File: config.mk
export PLATFORM = sky130hd
export DESIGN_NAME = dnp3_link_frame_crc_deframer_top_flat
export DESIGN_NICKNAME = d
export VERILOG_FILES = /design/src/dnp3lf_pkg.sv /design/src/dnp3lf_ifs.sv /design/src/dnp3_link_frame_crc_deframer_top.sv /design/src/dnp3lf_front.sv /design/src/dnp3lf_cmdq.sv /design/src/dnp3lf_back.sv /design/src/flat_wrapper.sv
export SDC_FILE = /design/constraint.sdc
export NUM_CORES = 1
export LEC_CHECK = 0
export BUFFER_PORTS_ARGS = -buffer_cell sky130_fd_sc_hd__buf_2
export CAP_MARGIN = 20
export CORE_MARGIN = 4
export CORE_UTILIZATION = 35
export CTS_CLUSTER_DIAMETER = 200
export DETAILED_ROUTE_END_ITERATION = 7
export SLEW_MARGIN = 40
export SYNTH_ARGS = -nofsm -noshare
export SYNTH_HDL_FRONTEND = slang
export SYNTH_SLANG_ARGS = --single-unit
File: constraint.sdc
create_clock -name clk -period 13.4 [get_ports clk]
set_input_delay 1.34 -clock clk [delete_from_list [all_inputs] [get_ports clk]]
set_output_delay 1.34 -clock clk [all_outputs]
set_load 0.02 [all_outputs]
File: src/dnp3lf_pkg.sv
// Shared types, constants and the CRC-16/DNP byte step for the link frame deframer.
// No dependencies; every other file of the block refers to it by scoped names.
package dnp3lf_pkg;

  localparam int MAX_FRAME_BYTES  = 292;
  localparam int USER_CAPACITY    = 250;
  localparam int BLOCK_DATA_BYTES = 16;

  localparam int HDR_BYTES   = 10;
  localparam int STORE_DEPTH = 18;
  localparam int FILL_W      = $clog2(STORE_DEPTH + 1);
  localparam int IDX_W       = $clog2(STORE_DEPTH);
  localparam int POS_W       = 9;
  localparam int COUNT_W     = 9;

  localparam logic [15:0] CRC_POLY = 16'hA6BC;

  localparam logic        RST_CRC_EN    = 1'b1;
  localparam logic [7:0]  RST_MIN_LEN   = 8'd6;
  localparam logic [15:0] RST_RSVD_LOW  = 16'hFFF0;
  localparam logic [15:0] RST_RSVD_HIGH = 16'hFFFB;

  localparam logic [1:0] CFG_CRC_EN    = 2'd0;
  localparam logic [1:0] CFG_MIN_LEN   = 2'd1;
  localparam logic [1:0] CFG_RSVD_LOW  = 2'd2;
  localparam logic [1:0] CFG_RSVD_HIGH = 2'd3;

  localparam logic KIND_DATA    = 1'b0;
  localparam logic KIND_VERDICT = 1'b1;

  typedef enum logic [2:0] {
    VERDICT_OK        = 3'd0,
    VERDICT_SHORT     = 3'd1,
    VERDICT_LONG      = 3'd2,
    VERDICT_LEN_FIELD = 3'd3,
    VERDICT_RSVD_ADDR = 3'd4,
    VERDICT_HDR_CRC   = 3'd5,
    VERDICT_BLOCK_CRC = 3'd6
  } verdict_t;

  typedef struct packed {
    logic                is_verdict;
    logic                bank;
    logic [FILL_W-1:0]   len;
    logic [COUNT_W-1:0]  base;
    verdict_t            verdict;
  } cmd_t;

  typedef struct packed {
    logic push_a;
    logic push_b;
    cmd_t cmd_a;
    cmd_t cmd_b;
  } q_push_t;

  typedef struct packed {
    logic             en;
    logic             bank;
    logic [IDX_W-1:0] addr;
    logic [7:0]       data;
  } mem_wr_t;

  function automatic logic [15:0] crc_feed(logic [15:0] acc, logic [7:0] b);
    logic [15:0] t;
    t = {8'h00, acc[7:0] ^ b};
    for (int k = 0; k < 8; k++) begin
      t = t[0] ? ((t >> 1) ^ CRC_POLY) : (t >> 1);
    end
    return (acc >> 8) ^ t;
  endfunction

endpackage

File: src/dnp3lf_ifs.sv
// Valid/ready channel interfaces for frame bytes in and result items out.
// Depends on dnp3lf_pkg for field widths.
interface dnp3lf_in_if;
  logic       valid;
  logic       ready;
  logic [7:0] frame_byte;
  logic       frame_end;
  modport source(output valid, frame_byte, frame_end, input ready);
  modport sink(input valid, frame_byte, frame_end, output ready);
endinterface

interface dnp3lf_out_if;
  logic                           valid;
  logic                           ready;
  logic                           item_kind;
  logic [7:0]                     user_byte;
  logic [2:0]                     verdict;
  logic [dnp3lf_pkg::COUNT_W-1:0] user_count;
  logic                           run_last;
  modport source(output valid, item_kind, user_byte, verdict, user_count, run_last,
                 input ready);
  modport sink(input valid, item_kind, user_byte, verdict, user_count, run_last,
               output ready);
endinterface

File: src/dnp3_link_frame_crc_deframer_top.sv
// Top level of the link frame deframer: front end, command queue and back end.
// Depends on dnp3lf_pkg, dnp3lf_ifs, dnp3lf_front, dnp3lf_cmdq and dnp3lf_back.
//
// frame_in carries one raw link frame byte per transfer, frame_end on the last.
// item_out carries verified user data bytes and one verdict item per frame.
// Configuration is written through cfg_we/cfg_index/cfg_data; the user must write it
// only while the block is idle; the block itself does not enforce this. The front
// end takes one byte per cycle while frame_in.ready is high; the CRC step is a
// bitwise loop. A full block is checked when the byte after it arrives; its data
// bytes leave one per cycle while item_out is ready, from a two-bank block memory
// through the output register; a verdict follows the last byte, or the leftover block.
// Sustained input rate is one byte per cycle; frame_in.ready drops only while
// the command queue is near full or the bank to be written is still draining.
// The output register lets the back end hold a result while the front keeps
// taking bytes; a stalled item_out fills the queue and then stops frame_in.
// Reset (rst, synchronous) clears frame state, the queue and the output, and
// restores the configuration registers to their defaults; no clearing pass.
module dnp3_link_frame_crc_deframer_top #(
  parameter int MaxFrameBytes  = dnp3lf_pkg::MAX_FRAME_BYTES,
  parameter int UserCapacity   = dnp3lf_pkg::USER_CAPACITY,
  parameter int BlockDataBytes = dnp3lf_pkg::BLOCK_DATA_BYTES
) (
  input  logic        clk,
  input  logic        rst,
  dnp3lf_in_if.sink   frame_in,
  dnp3lf_out_if.source item_out,
  input  logic        cfg_we,
  input  logic [1:0]  cfg_index,
  input  logic [15:0] cfg_data
);

  dnp3lf_pkg::q_push_t q_push;
  dnp3lf_pkg::mem_wr_t mem_wr;
  dnp3lf_pkg::cmd_t    head;
  logic                head_valid;
  logic                room;
  logic                pop;
  logic [1:0]          bank_release;

  dnp3lf_front #(
    .MaxFrameBytes (MaxFrameBytes),
    .UserCapacity  (UserCapacity),
    .BlockDataBytes(BlockDataBytes)
  ) u_front (
    .clk         (clk),
    .rst         (rst),
    .frame_in    (frame_in),
    .cfg_we      (cfg_we),
    .cfg_index   (cfg_index),
    .cfg_data    (cfg_data),
    .q_room      (room),
    .bank_release(bank_release),
    .q_push      (q_push),
    .mem_wr      (mem_wr)
  );

  dnp3lf_cmdq u_cmdq (
    .clk       (clk),
    .rst       (rst),
    .q_push    (q_push),
    .pop       (pop),
    .room      (room),
    .head_valid(head_valid),
    .head      (head)
  );

  dnp3lf_back u_back (
    .clk         (clk),
    .rst         (rst),
    .mem_wr      (mem_wr),
    .head_valid  (head_valid),
    .head        (head),
    .pop         (pop),
    .bank_release(bank_release),
    .item_out    (item_out)
  );

endmodule

File: src/dnp3lf_front.sv
// Front end: accepts frame bytes, runs the CRC, checks header and blocks, writes
// block bytes to the bank memory and queues emit and verdict commands. Uses dnp3lf_pkg.
module dnp3lf_front #(
  parameter int MaxFrameBytes  = dnp3lf_pkg::MAX_FRAME_BYTES,
  parameter int UserCapacity   = dnp3lf_pkg::USER_CAPACITY,
  parameter int BlockDataBytes = dnp3lf_pkg::BLOCK_DATA_BYTES
) (
  input  logic                clk,
  input  logic                rst,
  dnp3lf_in_if.sink           frame_in,
  input  logic                cfg_we,
  input  logic [1:0]          cfg_index,
  input  logic [15:0]         cfg_data,
  input  logic                q_room,
  input  logic [1:0]          bank_release,
  output dnp3lf_pkg::q_push_t q_push,
  output dnp3lf_pkg::mem_wr_t mem_wr
);

  localparam int FW = dnp3lf_pkg::FILL_W;
  localparam int PW = dnp3lf_pkg::POS_W;
  localparam int CW = dnp3lf_pkg::COUNT_W;
  localparam logic [FW-1:0] FullFill = FW'(BlockDataBytes + 2);
  localparam logic [PW-1:0] HdrLast  = PW'(dnp3lf_pkg::HDR_BYTES - 1);
  localparam logic [PW-1:0] HdrBytes = PW'(dnp3lf_pkg::HDR_BYTES);
  localparam logic [PW-1:0] PosMax   = {PW{1'b1}};

  logic        crc_en;
  logic [7:0]  min_len;
  logic [15:0] rsvd_low;
  logic [15:0] rsvd_high;

  logic [PW-1:0]  pos;
  logic [15:0]    acc;
  logic [7:0]     last1;
  logic [7:0]     last2;
  logic [FW-1:0]  fill;
  logic [7:0]     len_field;
  logic [15:0]    dst;
  logic [15:0]    src;
  dnp3lf_pkg::verdict_t err;
  logic [CW-1:0]  total;
  logic           cap_stop;
  logic           wbank;
  logic [1:0]     busy;

  logic           accept;
  logic           data_phase;
  logic           flush;
  logic [15:0]    crc_fed;
  logic           full_ok;
  logic           tail_ok;
  logic [7:0]     b;
  logic           fend;

  dnp3lf_pkg::verdict_t err_next;
  dnp3lf_pkg::verdict_t frame_verdict;
  logic           cap_next;
  logic [CW-1:0]  total_next;
  logic           commit_full;
  logic           commit_tail;
  logic           bank_wr;
  logic           wbank_next;
  logic [FW-1:0]  fill_s;
  logic [FW-1:0]  f;
  logic [15:0]    acc_next;
  logic [1:0]     busy_set;

  function automatic logic reserved(logic [15:0] a, logic [15:0] lo, logic [15:0] hi);
    return (a >= lo) && (a <= hi);
  endfunction

  assign b          = frame_in.frame_byte;
  assign fend       = frame_in.frame_end;
  assign data_phase = pos >= HdrBytes;
  assign flush      = data_phase && (fill == FullFill);
  assign frame_in.ready = q_room && !(data_phase && busy[wbank]) && !(flush && busy[~wbank]);
  assign accept     = frame_in.valid && frame_in.ready;

  assign crc_fed = dnp3lf_pkg::crc_feed(acc, last2);
  assign full_ok = !crc_en || (last2 == ~acc[7:0] && last1 == ~acc[15:8]);
  assign tail_ok = !crc_en || (last1 == ~crc_fed[7:0] && b == ~crc_fed[15:8]);

  always_comb begin
    err_next    = err;
    cap_next    = cap_stop;
    total_next  = total;
    commit_full = 1'b0;
    commit_tail = 1'b0;
    if ({1'b0, pos} >= (PW + 1)'(MaxFrameBytes)) begin
      err_next = dnp3lf_pkg::VERDICT_LONG;
    end
    if (pos == HdrLast && err_next == dnp3lf_pkg::VERDICT_OK) begin
      if (len_field < min_len) begin
        err_next = dnp3lf_pkg::VERDICT_LEN_FIELD;
      end else if (reserved(src, rsvd_low, rsvd_high) || reserved(dst, rsvd_low, rsvd_high)) begin
        err_next = dnp3lf_pkg::VERDICT_RSVD_ADDR;
      end else if (!tail_ok) begin
        err_next = dnp3lf_pkg::VERDICT_HDR_CRC;
      end
    end
    if (flush && err_next == dnp3lf_pkg::VERDICT_OK && !cap_next) begin
      if ((CW + 1)'(total) + (CW + 1)'(BlockDataBytes) < (CW + 1)'(UserCapacity)) begin
        if (!full_ok) begin
          err_next = dnp3lf_pkg::VERDICT_BLOCK_CRC;
        end else begin
          commit_full = 1'b1;
          total_next  = total + CW'(BlockDataBytes);
        end
      end else begin
        cap_next = 1'b1;
      end
    end
    bank_wr = commit_full ? ~wbank : wbank;
    fill_s  = flush ? '0 : fill;
    if (flush) begin
      acc_next = '0;
    end else if (fill >= FW'(2)) begin
      acc_next = crc_fed;
    end else begin
      acc_next = acc;
    end
    f = fill_s + FW'(1);
    if (fend && data_phase && f > FW'(2) && err_next == dnp3lf_pkg::VERDICT_OK && !cap_next &&
        (CW + 1)'(total_next) + (CW + 1)'(f) < (CW + 1)'(UserCapacity)) begin
      if (!tail_ok) begin
        err_next = dnp3lf_pkg::VERDICT_BLOCK_CRC;
      end else begin
        commit_tail = 1'b1;
        total_next  = total_next + CW'(f - FW'(2));
      end
    end
    wbank_next    = bank_wr ^ commit_tail;
    frame_verdict = (pos < HdrBytes) ? dnp3lf_pkg::VERDICT_SHORT : err_next;

    q_push.push_a = accept && (commit_full || commit_tail || fend);
    q_push.push_b = accept && fend && (commit_full || commit_tail);
    q_push.cmd_b.is_verdict = 1'b1;
    q_push.cmd_b.bank       = 1'b0;
    q_push.cmd_b.len        = '0;
    q_push.cmd_b.base       = total_next;
    q_push.cmd_b.verdict    = frame_verdict;
    if (commit_full || commit_tail) begin
      q_push.cmd_a.is_verdict = 1'b0;
      q_push.cmd_a.bank       = commit_full ? wbank : bank_wr;
      q_push.cmd_a.len        = commit_full ? FW'(BlockDataBytes) : f - FW'(2);
      q_push.cmd_a.base       = total;
      q_push.cmd_a.verdict    = dnp3lf_pkg::VERDICT_OK;
    end else begin
      q_push.cmd_a = q_push.cmd_b;
    end

    mem_wr.en   = accept && data_phase;
    mem_wr.bank = bank_wr;
    mem_wr.addr = fill_s[dnp3lf_pkg::IDX_W-1:0];
    mem_wr.data = b;

    busy_set = '0;
    if (accept && commit_full) begin
      busy_set[wbank] = 1'b1;
    end
    if (accept && commit_tail) begin
      busy_set[bank_wr] = 1'b1;
    end
  end

  always_ff @(posedge clk) begin
    if (rst) begin
      crc_en    <= dnp3lf_pkg::RST_CRC_EN;
      min_len   <= dnp3lf_pkg::RST_MIN_LEN;
      rsvd_low  <= dnp3lf_pkg::RST_RSVD_LOW;
      rsvd_high <= dnp3lf_pkg::RST_RSVD_HIGH;
    end else if (cfg_we) begin
      case (cfg_index)
        dnp3lf_pkg::CFG_CRC_EN:    crc_en    <= cfg_data[0];
        dnp3lf_pkg::CFG_MIN_LEN:   min_len   <= cfg_data[7:0];
        dnp3lf_pkg::CFG_RSVD_LOW:  rsvd_low  <= cfg_data;
        dnp3lf_pkg::CFG_RSVD_HIGH: rsvd_high <= cfg_data;
        default: ;
      endcase
    end
  end

  always_ff @(posedge clk) begin
    if (rst) begin
      pos      <= '0;
      acc      <= '0;
      fill     <= '0;
      err      <= dnp3lf_pkg::VERDICT_OK;
      total    <= '0;
      cap_stop <= 1'b0;
      wbank    <= 1'b0;
      busy     <= '0;
    end else begin
      busy <= (busy & ~bank_release) | busy_set;
      if (accept) begin
        wbank <= wbank_next;
        last2 <= last1;
        last1 <= b;
        if (fend) begin
          pos      <= '0;
          acc      <= '0;
          fill     <= '0;
          err      <= dnp3lf_pkg::VERDICT_OK;
          total    <= '0;
          cap_stop <= 1'b0;
        end else begin
          pos      <= (pos == PosMax) ? pos : pos + PW'(1);
          err      <= err_next;
          total    <= total_next;
          cap_stop <= cap_next;
          if (pos == HdrLast) begin
            acc  <= '0;
            fill <= '0;
          end else begin
            acc  <= acc_next;
            fill <= f;
          end
        end
      end
    end
  end

  always_ff @(posedge clk) begin
    if (accept) begin
      case (pos)
        PW'(2):  len_field  <= b;
        PW'(4):  dst[7:0]   <= b;
        PW'(5):  dst[15:8]  <= b;
        PW'(6):  src[7:0]   <= b;
        PW'(7):  src[15:8]  <= b;
        default: ;
      endcase
    end
  end

endmodule

File: src/dnp3lf_cmdq.sv
// Four-entry command queue between front and back; takes up to two commands a cycle.
// Uses dnp3lf_pkg for the command type.
module dnp3lf_cmdq (
  input  logic                clk,
  input  logic                rst,
  input  dnp3lf_pkg::q_push_t q_push,
  input  logic                pop,
  output logic                room,
  output logic                head_valid,
  output dnp3lf_pkg::cmd_t    head
);

  dnp3lf_pkg::cmd_t slots [4];
  logic [1:0] wp;
  logic [1:0] rp;
  logic [2:0] count;
  logic [2:0] n_push;

  assign n_push     = 3'(q_push.push_a) + 3'(q_push.push_b);
  assign room       = count <= 3'd2;
  assign head_valid = count != 3'd0;
  assign head       = slots[rp];

  always_ff @(posedge clk) begin
    if (rst) begin
      wp    <= '0;
      rp    <= '0;
      count <= '0;
    end else begin
      wp    <= wp + n_push[1:0];
      rp    <= rp + 2'(pop);
      count <= count + n_push - 3'(pop);
    end
  end

  always_ff @(posedge clk) begin
    if (q_push.push_a) begin
      slots[wp] <= q_push.cmd_a;
    end
    if (q_push.push_b) begin
      slots[wp + 2'd1] <= q_push.cmd_b;
    end
  end

endmodule

File: src/dnp3lf_back.sv
// Back end: holds the two block banks, drains queued blocks byte by byte and
// sends verdict items into the output register. Uses dnp3lf_pkg and dnp3lf_out_if.
module dnp3lf_back (
  input  logic                clk,
  input  logic                rst,
  input  dnp3lf_pkg::mem_wr_t mem_wr,
  input  logic                head_valid,
  input  dnp3lf_pkg::cmd_t    head,
  output logic                pop,
  output logic [1:0]          bank_release,
  dnp3lf_out_if.source        item_out
);

  localparam int FW = dnp3lf_pkg::FILL_W;
  localparam int IW = dnp3lf_pkg::IDX_W;
  localparam int CW = dnp3lf_pkg::COUNT_W;

  logic [7:0] banks [2][dnp3lf_pkg::STORE_DEPTH];

  logic          active;
  logic          bank;
  logic [FW-1:0] idx;
  logic [FW-1:0] len;
  logic [CW-1:0] base;
  logic          out_valid;

  logic          load;
  logic          rd_bank;
  logic [IW-1:0] rd_idx;

  assign load           = !out_valid || item_out.ready;
  assign pop            = load && !active && head_valid;
  assign item_out.valid = out_valid;
  assign rd_bank        = active ? bank : head.bank;
  assign rd_idx         = active ? idx[IW-1:0] : '0;

  always_comb begin
    bank_release = '0;
    if (load && active && idx == len - FW'(1)) begin
      bank_release[bank] = 1'b1;
    end
    if (pop && !head.is_verdict && head.len == FW'(1)) begin
      bank_release[head.bank] = 1'b1;
    end
  end

  always_ff @(posedge clk) begin
    if (mem_wr.en) begin
      banks[mem_wr.bank][mem_wr.addr] <= mem_wr.data;
    end
  end

  always_ff @(posedge clk) begin
    if (rst) begin
      active    <= 1'b0;
      out_valid <= 1'b0;
    end else if (load) begin
      out_valid <= active || head_valid;
      if (active) begin
        idx <= idx + FW'(1);
        if (idx == len - FW'(1)) begin
          active <= 1'b0;
        end
      end else if (head_valid && !head.is_verdict) begin
        bank   <= head.bank;
        len    <= head.len;
        base   <= head.base;
        idx    <= FW'(1);
        active <= head.len != FW'(1);
      end
    end
  end

  always_ff @(posedge clk) begin
    if (load) begin
      if (!active && head.is_verdict) begin
        item_out.item_kind  <= dnp3lf_pkg::KIND_VERDICT;
        item_out.user_byte  <= '0;
        item_out.verdict    <= head.verdict;
        item_out.user_count <= head.base;
        item_out.run_last   <= 1'b1;
      end else begin
        item_out.item_kind  <= dnp3lf_pkg::KIND_DATA;
        item_out.user_byte  <= banks[rd_bank][rd_idx];
        item_out.verdict    <= dnp3lf_pkg::VERDICT_OK;
        item_out.user_count <= active ? base + CW'(idx) + CW'(1) : head.base + CW'(1);
        item_out.run_last   <= 1'b0;
      end
    end
  end

endmodule
File: src/flat_wrapper.sv
// flat-port wrapper written by rule: the top's interface ports become plain ports
module dnp3_link_frame_crc_deframer_top_flat 
#(
  parameter int MaxFrameBytes  = dnp3lf_pkg::MAX_FRAME_BYTES,
  parameter int UserCapacity   = dnp3lf_pkg::USER_CAPACITY,
  parameter int BlockDataBytes = dnp3lf_pkg::BLOCK_DATA_BYTES
)
  (clk, rst, cfg_we, cfg_index, cfg_data, frame_in_valid, frame_in_frame_byte, frame_in_frame_end, frame_in_ready, item_out_valid, item_out_item_kind, item_out_user_byte, item_out_verdict, item_out_user_count, item_out_run_last, item_out_ready);
  dnp3lf_in_if frame_in_i ();
  dnp3lf_out_if item_out_i ();
  input  logic clk;
  input  logic rst;
  input  logic cfg_we;
  input  logic [1:0] cfg_index;
  input  logic [15:0] cfg_data;
  input wire logic [$bits(frame_in_i.valid)-1:0] frame_in_valid;
  input wire logic [$bits(frame_in_i.frame_byte)-1:0] frame_in_frame_byte;
  input wire logic [$bits(frame_in_i.frame_end)-1:0] frame_in_frame_end;
  output wire logic [$bits(frame_in_i.ready)-1:0] frame_in_ready;
  output wire logic [$bits(item_out_i.valid)-1:0] item_out_valid;
  output wire logic [$bits(item_out_i.item_kind)-1:0] item_out_item_kind;
  output wire logic [$bits(item_out_i.user_byte)-1:0] item_out_user_byte;
  output wire logic [$bits(item_out_i.verdict)-1:0] item_out_verdict;
  output wire logic [$bits(item_out_i.user_count)-1:0] item_out_user_count;
  output wire logic [$bits(item_out_i.run_last)-1:0] item_out_run_last;
  input wire logic [$bits(item_out_i.ready)-1:0] item_out_ready;
  assign frame_in_i.valid = frame_in_valid;
  assign frame_in_i.frame_byte = frame_in_frame_byte;
  assign frame_in_i.frame_end = frame_in_frame_end;
  assign frame_in_ready = frame_in_i.ready;
  assign item_out_valid = item_out_i.valid;
  assign item_out_item_kind = item_out_i.item_kind;
  assign item_out_user_byte = item_out_i.user_byte;
  assign item_out_verdict = item_out_i.verdict;
  assign item_out_user_count = item_out_i.user_count;
  assign item_out_run_last = item_out_i.run_last;
  assign item_out_i.ready = item_out_ready;
  dnp3_link_frame_crc_deframer_top #(.MaxFrameBytes(MaxFrameBytes), .UserCapacity(UserCapacity), .BlockDataBytes(BlockDataBytes)) u_core (.clk(clk), .rst(rst), .frame_in(frame_in_i), .item_out(item_out_i), .cfg_we(cfg_we), .cfg_index(cfg_index), .cfg_data(cfg_data));
endmodule
Yosys cells after proc, flatten, opt, wreduce, memory -nomap -nowiden
Memory sizes are Yosys's and may differ from the RTL's. A register that Yosys moved wholly into a read port is not among the register bits.
Cells that the tools add are included.
{ "word_totals": {"regBits": 193, "mem_bits_rw": 364, "output_inout_bits": 24, "wordCells": 280, "mem_count": 2} }
{ "memory_table": {"columns": ["memory", "words", "width", "rd", "rd_ports_with_merged_regs", "write_ports", "line", "rtl"], "rows": [
  ["u_core.u_back.banks", 2, 144, 1, 0, 1, "dnp3lf_back.sv:18", "logic [7:0] banks [2][dnp3lf_pkg::STORE_DEPTH];"],
  ["u_core.u_cmdq.slots", 4, 19, 1, 1, 2, "dnp3lf_cmdq.sv:13", "dnp3lf_pkg::cmd_t slots [4];"]
]} }
{ "op_classes": {"addsub": 19, "magnitude_cmp": 25, "n_eq_ne": 19, "mux": 85, "bitwise_logic": 25, "reduce_logical": 73} }
{ "ops": {"columns": ["op", "count"], "rows": [
  ["$mux 16", 12],
  ["$mux 144", 1],
  ["$mux 9", 10],
  ["$not 8->9", 7],
  ["$bmux 8 s5", 1],
  ["$demux 8 s5", 1],
  ["$logic_and 1x1->1", 37],
  ["$eq 9x3->1 const B", 4],
  ["$mux 3", 12],
  ["$mux 5", 7],
  ["$eq 8x8->1", 4],
  ["$ge 16x16->1", 2],
  ["$le 16x16->1", 2],
  ["$not 8->8", 4],
  ["$mux 1", 28],
  ["$add 9x1->9 const B", 3],
  ["$mux 8", 3],
  ["$reduce_and 2->1", 12],
  ["$lt 10x8->1 const B", 2],
  ["$mux 19", 1],
  ["$xor 8x16->16", 1],
  ["$ge 6x6->1 const B", 2],
  ["$not 5->6", 2],
  ["$add 5x1->5 const B", 2],
  ["other kinds (52)", 86]
]} }

Depth between registers and ports, before layout
Gate-level depths: netlist of run 1.
{ "depth": {"depth_word": 41, "mapped_depth": 36} }

Cells and area by module
Synthesis of run 1 repeated with hierarchy kept, for this count alone.
{ "hier_totals": {"hier_cells": 2135, "area_unflattened_um2": 28010.6} }
{ "modules_own_cells": {"columns": ["module", "n_inst", "cells_each", "area_per_inst_um2", "seq_area_each_um2"], "rows": [
  ["dnp3lf_back", 1, 861, 14068.5, 9919.5],
  ["dnp3lf_front", 1, 1046, 9735.6, 3423.3],
  ["dnp3lf_cmdq", 1, 228, 4206.5, 2422.3]
]} }

Least setup slack after synthesis of run 1
Ideal clock, no wire load.
{ "synth_path": {"path_type": "in2reg", "startpoint": "input port frame_in_frame_byte[0]", "endpoint": "register u_core.u_cmdq.count[2]", "setup_ps": 128, "arrival_time_ps": 6927, "t_required_ps": 13272, "slack_ps": 6345, "stages": 31, "cell_sequence": "xnor3_1 -> or4_1 -> nor4_1 -> nand4_1 -> nand2_1 -> a21oi_1 -> or2_0 -> buf_2 -> inv_1 -> buf_2 -> xnor2_1 -> ha_1 -> a21oi_1 -> nand2b_1 -> o211ai_1 -> o31a_1 -> o21ai_0 -> o211ai_4 -> o21ai_4 -> buf_2 -> a21oi_1 -> ha_1 -> inv_1 -> ha_1 -> inv_1 -> ha_1 -> inv_1 -> fa_1 -> xnor2_1 -> xnor2_1 -> nor2_1"} }
{ "synth_via": {"elab_chain_cells": 22, "word_cells_on_any_way": 32, "cone_classes": "add/sub: 4; order compare: 1; eq/ne: 1; mux: 12; reduce/logical: 14"} }
{ "synth_rtl": {"columns": ["item", "line", "rtl"], "rows": [
  ["start: declaration", "flat_wrapper.sv:17", "input wire logic [$bits(frame_in_i.frame_byte)-1:0] frame_in_frame_byte;"],
  ["$eq 8x8->1 (*)", "dnp3lf_front.sv:82", "assign tail_ok = !crc_en || (last1 == ~crc_fed[7:0] && b == ~crc_fed[15:8]);"],
  ["$logic_and 1x1->1 (*)", "dnp3lf_front.sv:82", null],
  ["$logic_or 1x1->1 (*)", "dnp3lf_front.sv:82", null],
  ["parallel branches: the longest is 13 deep, another holds $add 9x5->10", null, null],
  ["$logic_or 1x1->1 (*)", "dnp3lf_front.sv:136, dnp3lf_front.sv:137", null],
  ["$logic_or 1x1->1", "dnp3lf_front.sv:136", "q_push.push_a = accept && (commit_full || commit_tail || fend);"],
  ["$logic_and 1x1->1", "dnp3lf_front.sv:136", null],
  ["$add 1x1->2 (*)", "dnp3lf_cmdq.sv:19", "assign n_push = 3'(q_push.push_a) + 3'(q_push.push_b);"],
  ["$add 3x3->3 (*)", "dnp3lf_cmdq.sv:32", "count <= count + n_push - 3'(pop);"],
  ["$sub 3x1->3 (*)", "dnp3lf_cmdq.sv:32", null],
  ["end signal: assignment", "dnp3lf_cmdq.sv:32", null],
  ["end: declaration", "dnp3lf_cmdq.sv:16", "logic [2:0] count;"]
]} }
Mark *: on every way between the ends.
A chain may end at the register's enable or synchronous reset.

Worst setup path after layout of run 1
{ "layout_path": {"startpoint": "register u_core.u_front.last2[2]", "endpoint": "register u_core.u_cmdq.count[2]"} }
{ "layout_via": {"elab_chain_cells": 37, "word_cells_on_any_way": 57, "cone_classes": "add/sub: 4; order compare: 1; eq/ne: 3; mux: 24; bitwise: 9; reduce/logical: 16"} }
{ "layout_rtl": {"columns": ["item", "line", "rtl"], "rows": [
  ["start: declaration", "dnp3lf_front.sv:36", "logic [7:0] last2;"],
  ["start signal: assignment", "dnp3lf_front.sv:198", "last2 <= last1;"],
  ["parallel branches: the longest is 31 deep, another holds $mux 16", null, null],
  ["$logic_or 1x1->1 (*)", "dnp3lf_front.sv:136, dnp3lf_front.sv:137", null],
  ["$logic_or 1x1->1", "dnp3lf_front.sv:136", null],
  ["$logic_and 1x1->1", "dnp3lf_front.sv:136", null],
  ["$add 1x1->2 (*)", "dnp3lf_cmdq.sv:19", null],
  ["$add 3x3->3 (*)", "dnp3lf_cmdq.sv:32", null],
  ["$sub 3x1->3 (*)", "dnp3lf_cmdq.sv:32", null]
]} }
Marks and branches as above.

==> metrics.yaml, run 1 <==
run_status:
  outcome: "finished, final reports clean"
clock_tree:
  clock_latency_ns: 0.63
  post_cts_buffers: 0
  root_buffer: "clkbuf_16"
  cts_buffers: 58
  cts_buffer_depth: 3
  clkSinkCount: 557
  hold_buffers: 0
  cts_tree: "yes"
  cts_max_level: 2
  clk_pin_slew_ns: 0.06
  cts_resized: 0
global_route:
  grt_pass1_wl_um: 103400
  met1_usage_pct: 23.11
  grt_max_degree: 60
  grt-busiest-layer: "met2"
  first_global_vias: 17080
  gr-usage-all-layers_pct: 16.19
  grt_overflow_total: 0
  grt_use_met3_pct: 2.678
  antenna_found_initial: 1
  met2_usage_pct: 25.93
logic_synthesis:
  synthTopCellsByCount: "edfxtp_1, nor2_1, nand2_1"
  synth_edf_count: 433
  ys_warn_count: 0
  synth.distinct_cells: 82
  synth_seq_cells: 557
  syn_nets: 2198
  seq_area_frac_synth_pct: 58.01
  synthArstFlopShare_pct: 0
  yosys-top-cells-area: "edfxtp_1, dfxtp_1, mux4_2"
  yosysTopAreaCell: "edfxtp_1"
  synth_most_common_cell: "edfxtp_1"
  syn-mean-instance-area_um2: 13.02
  yosysTopAreaCellShare_pct: 48.71
  synth_ff_type: "edfxtp_1"
  synthCells: 2050
  synth_area_um2: 26690
worst_hold_path:
  hold_depth: 2
  holdPathEnd: "u_core.u_front.rsvd_high[2]"
  min_from: "u_core.u_front.rsvd_high[2]"
  min-delay-path-class: "reg -> reg"
pwr:
  powerDensity_nw_per_um2: 163.7
  p_leak_uw: 0.01086
  vdd_drop_max_mv: 0.1023
worst_setup_path:
  crit_slowest_cell: "xnor2_1"
  r2r_end: "u_core.u_cmdq.count[2]"
  slowest_delay_ns: 0.68
  endpoint_kind: "flip-flop"
  r2r_slack_ns: 5.15
  critPathMaxFanout: 26
  crit-reg2reg-launch: "u_core.u_front.last2[2]"
  cp.required_ns: 13.88
  rr_worst_depth: 31
  crit_type: "reg -> reg"
  cp.arrival_ns: 8.72
  startpoint_type: "flip-flop"
timing:
  rsz0062_at_grt: "false"
  slew_viol_final: 0
  max_freq_ghz: 0.1213
  slew-limit-headroom_pct: 41.47
  fin_crit_sh_pct: 61.54
  setup_viol: 0
  period_minus_slack_ns: 8.247
  max_slew.worst_pin.slew_ns: 0.8712
  setup_tns_ns: 0
  final.setup.worst_slack_ns: 5.153
  hold_violations: 0
  fin_skew_ns: 0.03201
cells_and_area:
  seqCellArea_um2: 15490
  area_delta_synth_final_pct: 12.79
  num-nets-final: 2242
  multi_input_area_um2: 10650
  utilization_pct: 39.71
  drive_gt1_share_pct: 15.81
  fillerInstances: 7113
  final_cells: 3123
routing:
  wl_um: 66430
  dr.pass1.iters: 6
  vias: 16950
  antenna_left: 0
  avgViaCountPerCell: 5.429
  wl_per_cell_um: 21.27
  drt_iter0_markers: 1453
  drc: 0
place:
  dp_hpwl_um: 45640
  gp_congestion: 0.8901
  dpl_worst_slack_ns: 4.469
  dp.cells: 3011
  portBuffers: 55
floorplanning:
  row_count: 101
  fp.dieH_um: 284.2
  io_pins: 56
  initial_core_util_pct: 35.20
  die_area_um2: 80750
  core_area_um2: 75820
  die_w_um: 284.2
flow_run:
  drv_cap: 0
[sequential cells by signal, summed over array words and instances (netlist names), 3 cells and up]
register / count
u_core.u_back.banks: 288
u_core.u_cmdq.slots: 76
u_core.u_front.acc: 16
u_core.u_front.dst: 16
u_core.u_front.rsvd_high: 16
u_core.u_front.rsvd_low: 16
u_core.u_front.src: 16
u_core.u_back.base: 9
u_core.u_back.item_out.user_count: 9
u_core.u_front.pos: 9
u_core.u_front.total: 9
u_core.u_back.item_out.user_byte: 8
u_core.u_front.last1: 8
u_core.u_front.last2: 8
u_core.u_front.len_field: 8
u_core.u_front.min_len: 8
u_core.u_back.idx: 5
u_core.u_back.len: 5
u_core.u_front.fill: 5
u_core.u_back.item_out.verdict: 3
u_core.u_cmdq.count: 3
u_core.u_front.err: 3
[cells by family after synthesis]
logic type                 count (synthesis)  synth area share (%)
AOI/OAI and AO/OA                        364                 9.637
xor gates and xnor gates                 130                 5.372
adders and majority gates                116                 5.550
buffers and inverters                    174                 2.587
DFF                                      557                 58.01
muxes                                    103                 8.133
and+or+nand+nor                          606                 10.71
[layer usage]
metal | part of all wire (%) | vias up
li1 | - | 7816
met1 | 46 | 8511
met2 | 46 | 534
met3 | 5.9 | 93
met4 | 1.9 | 0
met5 | 0 | -
[cell usage in the layout, fill, tap and decap left out, types with 6 or more instances in the layout]
cell type and instances:
a22oi_1 7, or3_1 11, nor2_2 23, nor2_1 153, clkbuf_16 62, xnor2_1 74, buf_2 51, a211oi_1 22
edfxtp_1 433, and2_1 27, nand3_1 48, a31o_2 13, dfxtp_1 123, o21a_1 8, nand2_1 171, nand3b_1 6
nor4_1 9, nand2b_1 13, xnor3_1 16, a22o_1 17, and3_1 36, inv_1 78, o21ai_0 52, clkbuf_1 14
a21o_1 44, mux4_2 91, a31oi_1 25, nand4_1 17, ha_1 112, nor2b_1 16, nor3_1 42, a21oi_1 75
a311oi_1 8, clkinv_2 12, mux2i_1 11, xor2_1 33, buf_4 26, o2bb2ai_1 14, o211ai_1 21
[per-stage QoR]
stage | instance area, um^2 | power, uW | hold slack, ns
floorplan | 26690 | 2977 | 0.4217
global placement | 27980 | 3318 | 0.4396
detailed placement | 28090 | 3336 | 0.4549
finish | 30110 | 4928 | 0.4639
CTS | 30040 | 4972 | 0.4645
global route | 30100 | 5171 | 0.4863
[power by group]
group	internal (uW)	switching [uW]	total, uW
clock network	947	686	1630
registers	1980	57.9	2030
logic	530	732	1260
[layout make-up]
type	count	area share, %
Multi-Input combinational cell	1319	35.39
Timing Repair Buffer	80	1.637
Tap cell	978	4.064
Sequential cell	557	51.44
Inverter	78	0.9725
Antenna cell	1	0.008312
Clock inverter	30	0.9808
Clock buffer	80	5.511
[worst max-delay path by stage]
stage / startpoint / to / slack (ns) / cells past startpoint
after global routing: u_core.u_front.last2[2] / u_core.u_cmdq.count[2] / 4.58 / 31
final: u_core.u_front.last2[2] / u_core.u_cmdq.count[2] / 5.15 / 31
after CTS: frame_in_frame_byte[0] / u_core.u_cmdq.count[2] / 5.10 / 30
after detailed placement: frame_in_frame_byte[0] / u_core.u_cmdq.count[2] / 4.47 / 30
after global placement: frame_in_frame_byte[0] / u_core.u_cmdq.count[2] / 4.69 / 30
after floorplan: frame_in_frame_byte[0] / u_core.u_cmdq.count[2] / 6.35 / 31
[critical path, delay by kind of cell, from the launching register on]
family          cells  cell delay [ns]
simple gates        6             1.38
compound gates      9             2.10
flops               1             0.41
buf+inv             5             0.71
fa+ha+maj           5             1.42
xor+xnor            6             2.06
Note: power is estimated with default switching activity, not from simulation.
==> run 2: changes to the inputs <==
==> constraint.sdc (replaced) <==
create_clock -name clk -period 7.55 [get_ports clk]
set_input_delay 0.755 -clock clk [delete_from_list [all_inputs] [get_ports clk]]
set_output_delay 0.755 -clock clk [all_outputs]
set_load 0.02 [all_outputs]
==> run 2 against run 1 <==
  * Hold slack worse by 0.13 ns
  * Flip-flop and latch count stayed put
  * Critical path type unchanged
  * Maximum frequency is 20% higher
  * Largest power group unchanged
  * Sequential power is 80% higher
  * Clock skew is 0.022 ns higher
  * Largest cell class unchanged
  * Global-route usage is 0.43 points higher
  * First-iteration DRC count is 1.7% lower
  * Routed wire length is 2.7% higher
==> metrics.yaml, run 2 (synthesis results as in run 1) <==
run_status:
  outcome: "finished, final reports clean"
clock_tree:
  clock_latency_ns: 0.64  # about the same
  cts_max_level: 2  # unchanged
  cts_buffer_depth: 3  # unchanged
  clkSinkCount: 557  # unchanged
  hold_buffers: 0  # unchanged
  cts_tree: "yes"
  root_buffer: "clkbuf_16"
  cts_buffers: 59  # +1.7%
  clk_pin_slew_ns: 0.06  # about the same
routing:
  drt_iter0_markers: 1429  # -1.7%
  wl_per_cell_um: 21.74  # +2.2%
  dr.pass1.iters: 6  # unchanged
  wl_um: 68220  # +2.7%
  vias: 17060  # +0.63%
  drc: 0  # unchanged
  avgViaCountPerCell: 5.437  # +0.15%
  antenna_left: 0  # unchanged
timing:
  max_freq_ghz: 0.1450  # +20%
  slew-limit-headroom_pct: 45.02  # +3.6 points
  slew_viol_final: 0  # unchanged
  holdWs_ns: 0.3378  # -0.1261 ns
  fin_crit_sh_pct: 91.34  # +30 points
  rsz0062_at_grt: "false"
  setup_tns_ns: 0  # unchanged
  fin_skew_ns: 0.05363  # +0.02161 ns
  max_slew.worst_pin.slew_ns: 0.8216  # -0.04962 ns
  period_minus_slack_ns: 6.896  # -1.351 ns
  setup_viol: 0  # unchanged
  hold_violations: 0  # unchanged
pwr:
  p_sw_share_pct: 29.64  # -0.31 points
  seqPwrFrac_pct: 40.9  # -0.4 points
  internal-power_uw: 6277  # +82%
  p_comb_share_pct: 25.0  # -0.6 points
  clockPowerShare_pct: 34.1  # +1.0 points
  vdd_drop_max_mv: 0.2416  # +140%
  powerDensity_nw_per_um2: 294.5  # +80%
  p_leak_uw: 0.01097  # +1.0%
  p_sw_uw: 2644  # +79%
global_route:
  grt_max_degree: 64  # +6.7%
  gr-usage-all-layers_pct: 16.63  # +0.43 points
  grt_pass1_wl_um: 104900  # +1.4%
  grt_overflow_total: 0  # unchanged
  antenna_found_initial: 2  # +1
  first_global_vias: 17280  # +1.2%
cells_and_area:
  largest_reg_flops: 288  # unchanged
  final_cell_mix: "edfxtp_1, nand2_1, nor2_1"
  multi_input_area_um2: 10670  # +0.15%
  fillerInstances: 7033  # -1.1%
  seqCellArea_um2: 15490  # about the same
  top_register: "u_core.u_back.banks"
  final_common_cell: "edfxtp_1"
  area_delta_synth_final_pct: 13.46
  drive_gt1_share_pct: 15.76  # -0.056 points
  reg_top3: "u_core.u_back.banks: 288 flops, u_core.u_cmdq.slots: 76 flops"
  num-nets-final: 2256  # +0.62%
worst_hold_path:
  hold_depth: 2  # unchanged
  min-delay-path-class: "in -> reg"
  min_from: "cfg_data[15]"
  holdPathEnd: "u_core.u_front.rsvd_high[15]"
worst_setup_path:
  critPathMaxFanout: 8  # -69%
  r2r_slack_ns: 0.65  # -4.50 ns
  startpoint_type: "flip-flop"
  cp.arrival_ns: 7.36  # -1.36 ns
  crit_type: "reg -> reg"
  endpoint_kind: "flip-flop"
  r2r_end: "u_core.u_cmdq.count[2]"
  rr_worst_depth: 30  # -3.2%
  crit-reg2reg-launch: "u_core.u_front.last2[3]"
  crit_slowest_cell: "xnor3_1"
  cp.required_ns: 8.01  # -5.87 ns
  slowest_delay_ns: 0.54  # -0.14 ns
floorplanning:
  die_area_um2: 80750  # unchanged
  io_pins: 56  # unchanged
  die_w_um: 284.2  # unchanged
  initial_core_util_pct: 35.20  # unchanged
  core_area_um2: 75820  # unchanged
  row_count: 101  # unchanged
  fp.dieH_um: 284.2  # unchanged
place:
  portBuffers: 55  # unchanged
  dp_hpwl_um: 46040  # +0.88%
  gp_congestion: 0.8639  # -2.9%
flow_run:
  drv_cap: 0  # unchanged
run 2: changes by cell type in the layout (fill, tap and decap cells not counted), sizes merged:
cell	previous run	this run
buf	80	93
bufinv	4	10
clkbuf	80	73
clkinv	18	24
clkinvlp	5	2
diode	1	2
inv	81	80
run 2: worst max-delay path by stage:
stage	startpoint	endpoint	cells after the start
floorplan	u_core.u_front.last2[6]	u_core.u_cmdq.count[2]	33
global placement	u_core.u_front.last2[2]	u_core.u_cmdq.count[2]	31
detailed placement	u_core.u_front.last2[2]	u_core.u_cmdq.count[2]	30
CTS	u_core.u_front.last2[2]	u_core.u_cmdq.count[2]	30
global route	u_core.u_front.last2[3]	u_core.u_cmdq.count[2]	30
finish	u_core.u_front.last2[3]	u_core.u_cmdq.count[2]	30
run 2: per-stage QoR:
stage / cell area, um^2 / total power [uW] / utilization (%) / setup slack, ns / std cells
2_1_floorplan: 26690 / 5284 / - / 0.6178 / 2050
3_3_place_gp: 28070 / 5893 / 37.01 / 0.6215 / 3021
3_5_place_dp: 28130 / 5926 / 37.09 / 0.5745 / 3021
4_1_cts: 30160 / 8981 / 39.78 / 0.4929 / 3132
5_1_grt: 30280 / 9351 / 39.94 / 0.01419 / 3136
6_report: 30290 / 8921 / 39.94 / 0.6537 / 3138
run 2: area by class of cell:
cell class	count	area share, %
clock buffer	73	5.148
tap	978	4.040
inverter	78	0.9667
antenna	2	0.01652
multi-input combinational	1319	35.23
clock inverter	38	1.582
timing repair buffer	93	1.876
sequential	557	51.14
run 2: metal layers:
metal | up-vias | global-route usage, % | share of wire, %
met2 | 511 | 27.31 | 48
met1 | 8584 | 23.01 | 44
li1 | 7858 | - | -
met3 | 106 | 3.023 | 6.3
met4 | 2 | 3.975 | 2.1
met5 | - | 0 | 0.019
run 2: critical path, delay by kind of cell, from the launching register on:
| kind | cells | cell delay [ns] |
|---|---|---|
| compound gates | 8 | 1.23 |
| xor+xnor | 5 | 1.44 |
| fa+ha+maj | 5 | 1.39 |
| buf+inv | 4 | 0.25 |
| flops | 1 | 0.48 |
| simple gates | 8 | 1.96 |
run 2: timing repair:
item                                    4_1_cts  5_1_grt
buffers inserted                              0        3
gates resized for setup                       0        5
endpoints found under the setup margin        0        1
run 2: power groups by stage:
stage / Clock (uW) / Sequential, uW / Combinational (uW)
3_3_place_gp: 0 / 3710 / 2180
4_1_cts: 3110 / 3660 / 2210
3_5_place_dp: 0 / 3720 / 2200
2_1_floorplan: 0 / 3720 / 1560
6_report: 3050 / 3650 / 2230
5_1_grt: 3240 / 3670 / 2440
==> run 3: changes to the inputs <==
--- a/config.mk
+++ b/config.mk
@@ -14,4 +14,5 @@
 export SLEW_MARGIN = 40
 export SYNTH_ARGS = -nofsm -noshare
 export SYNTH_HDL_FRONTEND = slang
+export SYNTH_HIERARCHICAL = 1
 export SYNTH_SLANG_ARGS = --single-unit
==> run 3 against run 2 <==
  * Routed wire length decreased by 2.4%
  * Largest power group unchanged
  * Flip-flop and latch count unchanged
  * Highest routed layer is now met4
  * Sequential share of layout area decreased by 0.66 points
==> metrics.yaml, run 3 <==
run_status:
  outcome: "finished, final reports clean"
clock_tree:
  cts_tree: "yes"
  cts_buffers: 60  # +1.7%
  hold_buffers: 0  # unchanged
  cts_max_level: 2  # unchanged
  root_buffer: "clkbuf_16"
  clkSinkCount: 557  # unchanged
  cts_buffer_depth: 3  # unchanged
  post_cts_buffers: 0  # unchanged
  clk_pin_slew_ns: 0.06  # about the same
  clock_latency_ns: 0.64  # about the same
logic_synthesis:
  synthTopCellsByCount: "edfxtp_1, nor2_1, a21oi_1"
  ys_warn_count: 6  # +6
  synth_seq_cells: 557  # unchanged
  seq_area_frac_synth_pct: 56.28  # -1.7 points
  yosys-top-cells-area: "edfxtp_1, dfxtp_1, ha_1"
  synthCells: 2135  # +4.1%
  synth_most_common_cell: "edfxtp_1"
  synthArstFlopShare_pct: 0  # unchanged
  yosysTopAreaCell: "edfxtp_1"
  yosysTopAreaCellShare_pct: 49.42  # +0.71 points
  syn-mean-instance-area_um2: 13.12  # +0.76%
  synth_edf_count: 461  # +6.5%
  synth.distinct_cells: 92  # +12%
  synth_area_um2: 28010  # +4.9%
  synth_ff_type: "edfxtp_1"
worst_setup_path:
  path_buf_inv: 1  # -3
  cp.arrival_ns: 7.43  # +0.07 ns
  crit_slowest_cell: "or4_1"
  slowest_delay_ns: 0.57  # +0.03 ns
  critPathMaxFanout: 11  # +3
  cp.required_ns: 8.02  # about the same
  crit_type: "reg -> reg"
  critPathTopFamily: "simple AND/OR/NAND/NOR gates"
  startpoint_type: "flip-flop"
  cpMostUsedCell: "ha_1"
  endpoint_kind: "flip-flop"
cells_and_area:
  num-nets-final: 2303  # +2.1%
  top_register: "u_core/u_back/banks"
  drive_gt1_share_pct: 17.53  # +1.8 points
  final_cell_mix: "edfxtp_1, nor2_1, a21oi_1"
  area_delta_synth_final_pct: 11.50
  final_cells: 3259  # +3.9%
  largest_reg_flops: 288  # unchanged
  reg_top3: "u_core/u_back/banks: 288 flops, u_core/u_cmdq/slots: 76 flops"
  utilization_pct: 39.47  # -0.47 points
  final_common_cell: "edfxtp_1"
flow_run:
  drv_cap: 0  # unchanged
timing:
  period_minus_slack_ns: 6.955  # +0.05891 ns
  slew-limit-headroom_pct: 41.66  # -3.4 points
  max_freq_ghz: 0.1438  # -0.85%
  fin_crit_sh_pct: 92.12  # +0.78 points
  slew_viol_final: 0  # unchanged
  fin_skew_ns: 0.03121  # -0.02241 ns
  setup_tns_ns: 0  # unchanged
  setup_viol: 0  # unchanged
  hold_violations: 0  # unchanged
  max_slew.worst_pin.slew_ns: 0.8671  # +0.04556 ns
  rsz0062_at_grt: "false"
floorplanning:
  die_area_um2: 84620  # +4.8%
  die_w_um: 290.9  # +2.4%
  row_count: 103  # +2.0%
  core_area_um2: 79130  # +4.4%
  fp.dieH_um: 290.9  # +2.4%
  io_pins: 56  # unchanged
  initial_core_util_pct: 35.40  # +0.19 points
pwr:
  report.power.total_uw: 7849  # -12%
  vdd_drop_max_mv: 0.2555  # +5.8%
  powerDensity_nw_per_um2: 251.3  # -15%
  p_leak_uw: 0.01130  # +3.1%
routing:
  drt_iter0_markers: 1474  # +3.1%
  avgViaCountPerCell: 5.306  # -2.4%
  antenna_left: 0  # unchanged
  drc: 0  # unchanged
  wl_per_cell_um: 20.42  # -6.1%
  vias: 17290  # +1.4%
  wl_um: 66560  # -2.4%
  dr.pass1.iters: 5  # -1
global_route:
  gr-usage-all-layers_pct: 15.43  # -1.2 points
  grt_max_degree: 116  # +81%
  grt_overflow_total: 0  # unchanged
  antenna_found_initial: 0  # -2
  grt_pass1_wl_um: 104500  # -0.39%
  first_global_vias: 17720  # +2.6%
place:
  gp_congestion: 0.8878  # +2.8%
  dp_hpwl_um: 44650  # -3.0%
  portBuffers: 55  # unchanged
  dp.cells: 3148  # +4.2%
worst_hold_path:
  min-delay-path-class: "in -> reg"
run 3: final cells by class:
class | count | area (um^2)
multi-input cells | 1371 | 11260
clock inverters | 45 | 508.0
repair buffers | 88 | 549.3
inverters | 82 | 307.8
well taps | 1050 | 1314
clock buffers | 65 | 1520
fillers | 7401 | 47900
diodes | 1 | 2.502
flip-flops and latches | 557 | 15770
run 3: what timing repair did:
| item | 4_1_cts | 5_1_grt |
|---|---|---|
| setup endpoints to repair | 0 | 1 |
| gates resized for setup | 0 | 1 |
| hold endpoints to repair | 0 | 0 |
run 3: kinds of logic after synthesis:
group,after synthesis,synth area share [%]
DFF,557,56.28
and+or+nand+nor,527,9.689
AOI/OAI and AO/OA,377,8.786
muxes,233,11.42
buffers and inverters,212,3.850
xor gates and xnor gates,116,4.856
adders and majority gates,111,5.092
other,2,0.02681
run 3: worst register-to-register path, stage by stage, from the launching register on:
cell       delay [ns]
edfxtp_1         0.40
ha_1             0.34
nand3_1          0.13
or4_1            0.57
a21o_1           0.18
a31oi_1          0.46
o221a_2          0.35
nand3b_1         0.14
nand2_1          0.29
xnor2_1          0.35
ha_1             0.35
o41ai_1          0.41
a31oi_1          0.10
nor3_1           0.41
nand2b_1         0.10
a21oi_1          0.14
nand4bb_1        0.19
nand2_1          0.14
and3_1           0.32
ha_1             0.42
xor2_1           0.17
ha_1             0.17
inv_1            0.05
fa_1             0.38
xor3_1           0.21
nor2_1           0.04
run 3: stage by stage:
step,setup WS [ns],area (um^2),hold slack [ns]
floorplan,1.717,28030,0.4363
global placement,1.028,29140,0.4503
detailed placement,0.6145,29160,0.4509
CTS,0.5789,31190,0.2998
global route,0.09487,31230,0.3186
finish,0.5948,31230,0.3466
run 3: path summary, 6_finish.rpt:
| kind | start | end | slack, ns | cells past startpoint |
|---|---|---|---|---|
| worst min register to register | u_core/u_front/rsvd_low[3] | u_core/u_front/rsvd_low[3] | 0.46 | 2 |
| worst max-delay path | u_core/u_front/dst[11] | u_core/u_cmdq/count[2] | 0.59 | 25 |
| worst min-delay path | cfg_data[12] | u_core/u_front/rsvd_high[12] | 0.35 | 2 |
| worst max register to register | u_core/u_front/dst[11] | u_core/u_cmdq/count[2] | 0.59 | 25 |
run 3: per-layer routing:
layer	track usage [%]	vias up	routed length, um
met3	2.152	102	3391
li1	-	8078	-
met4	3.987	0	1625
met1	21.04	8663	29570
met2	26.02	450	31970
met5	0	-	0
run 3: power breakdown:
group	switching, uW	internal (uW)
Clock	1230	1770
Sequential	54.7	3450
Combinational	766	582
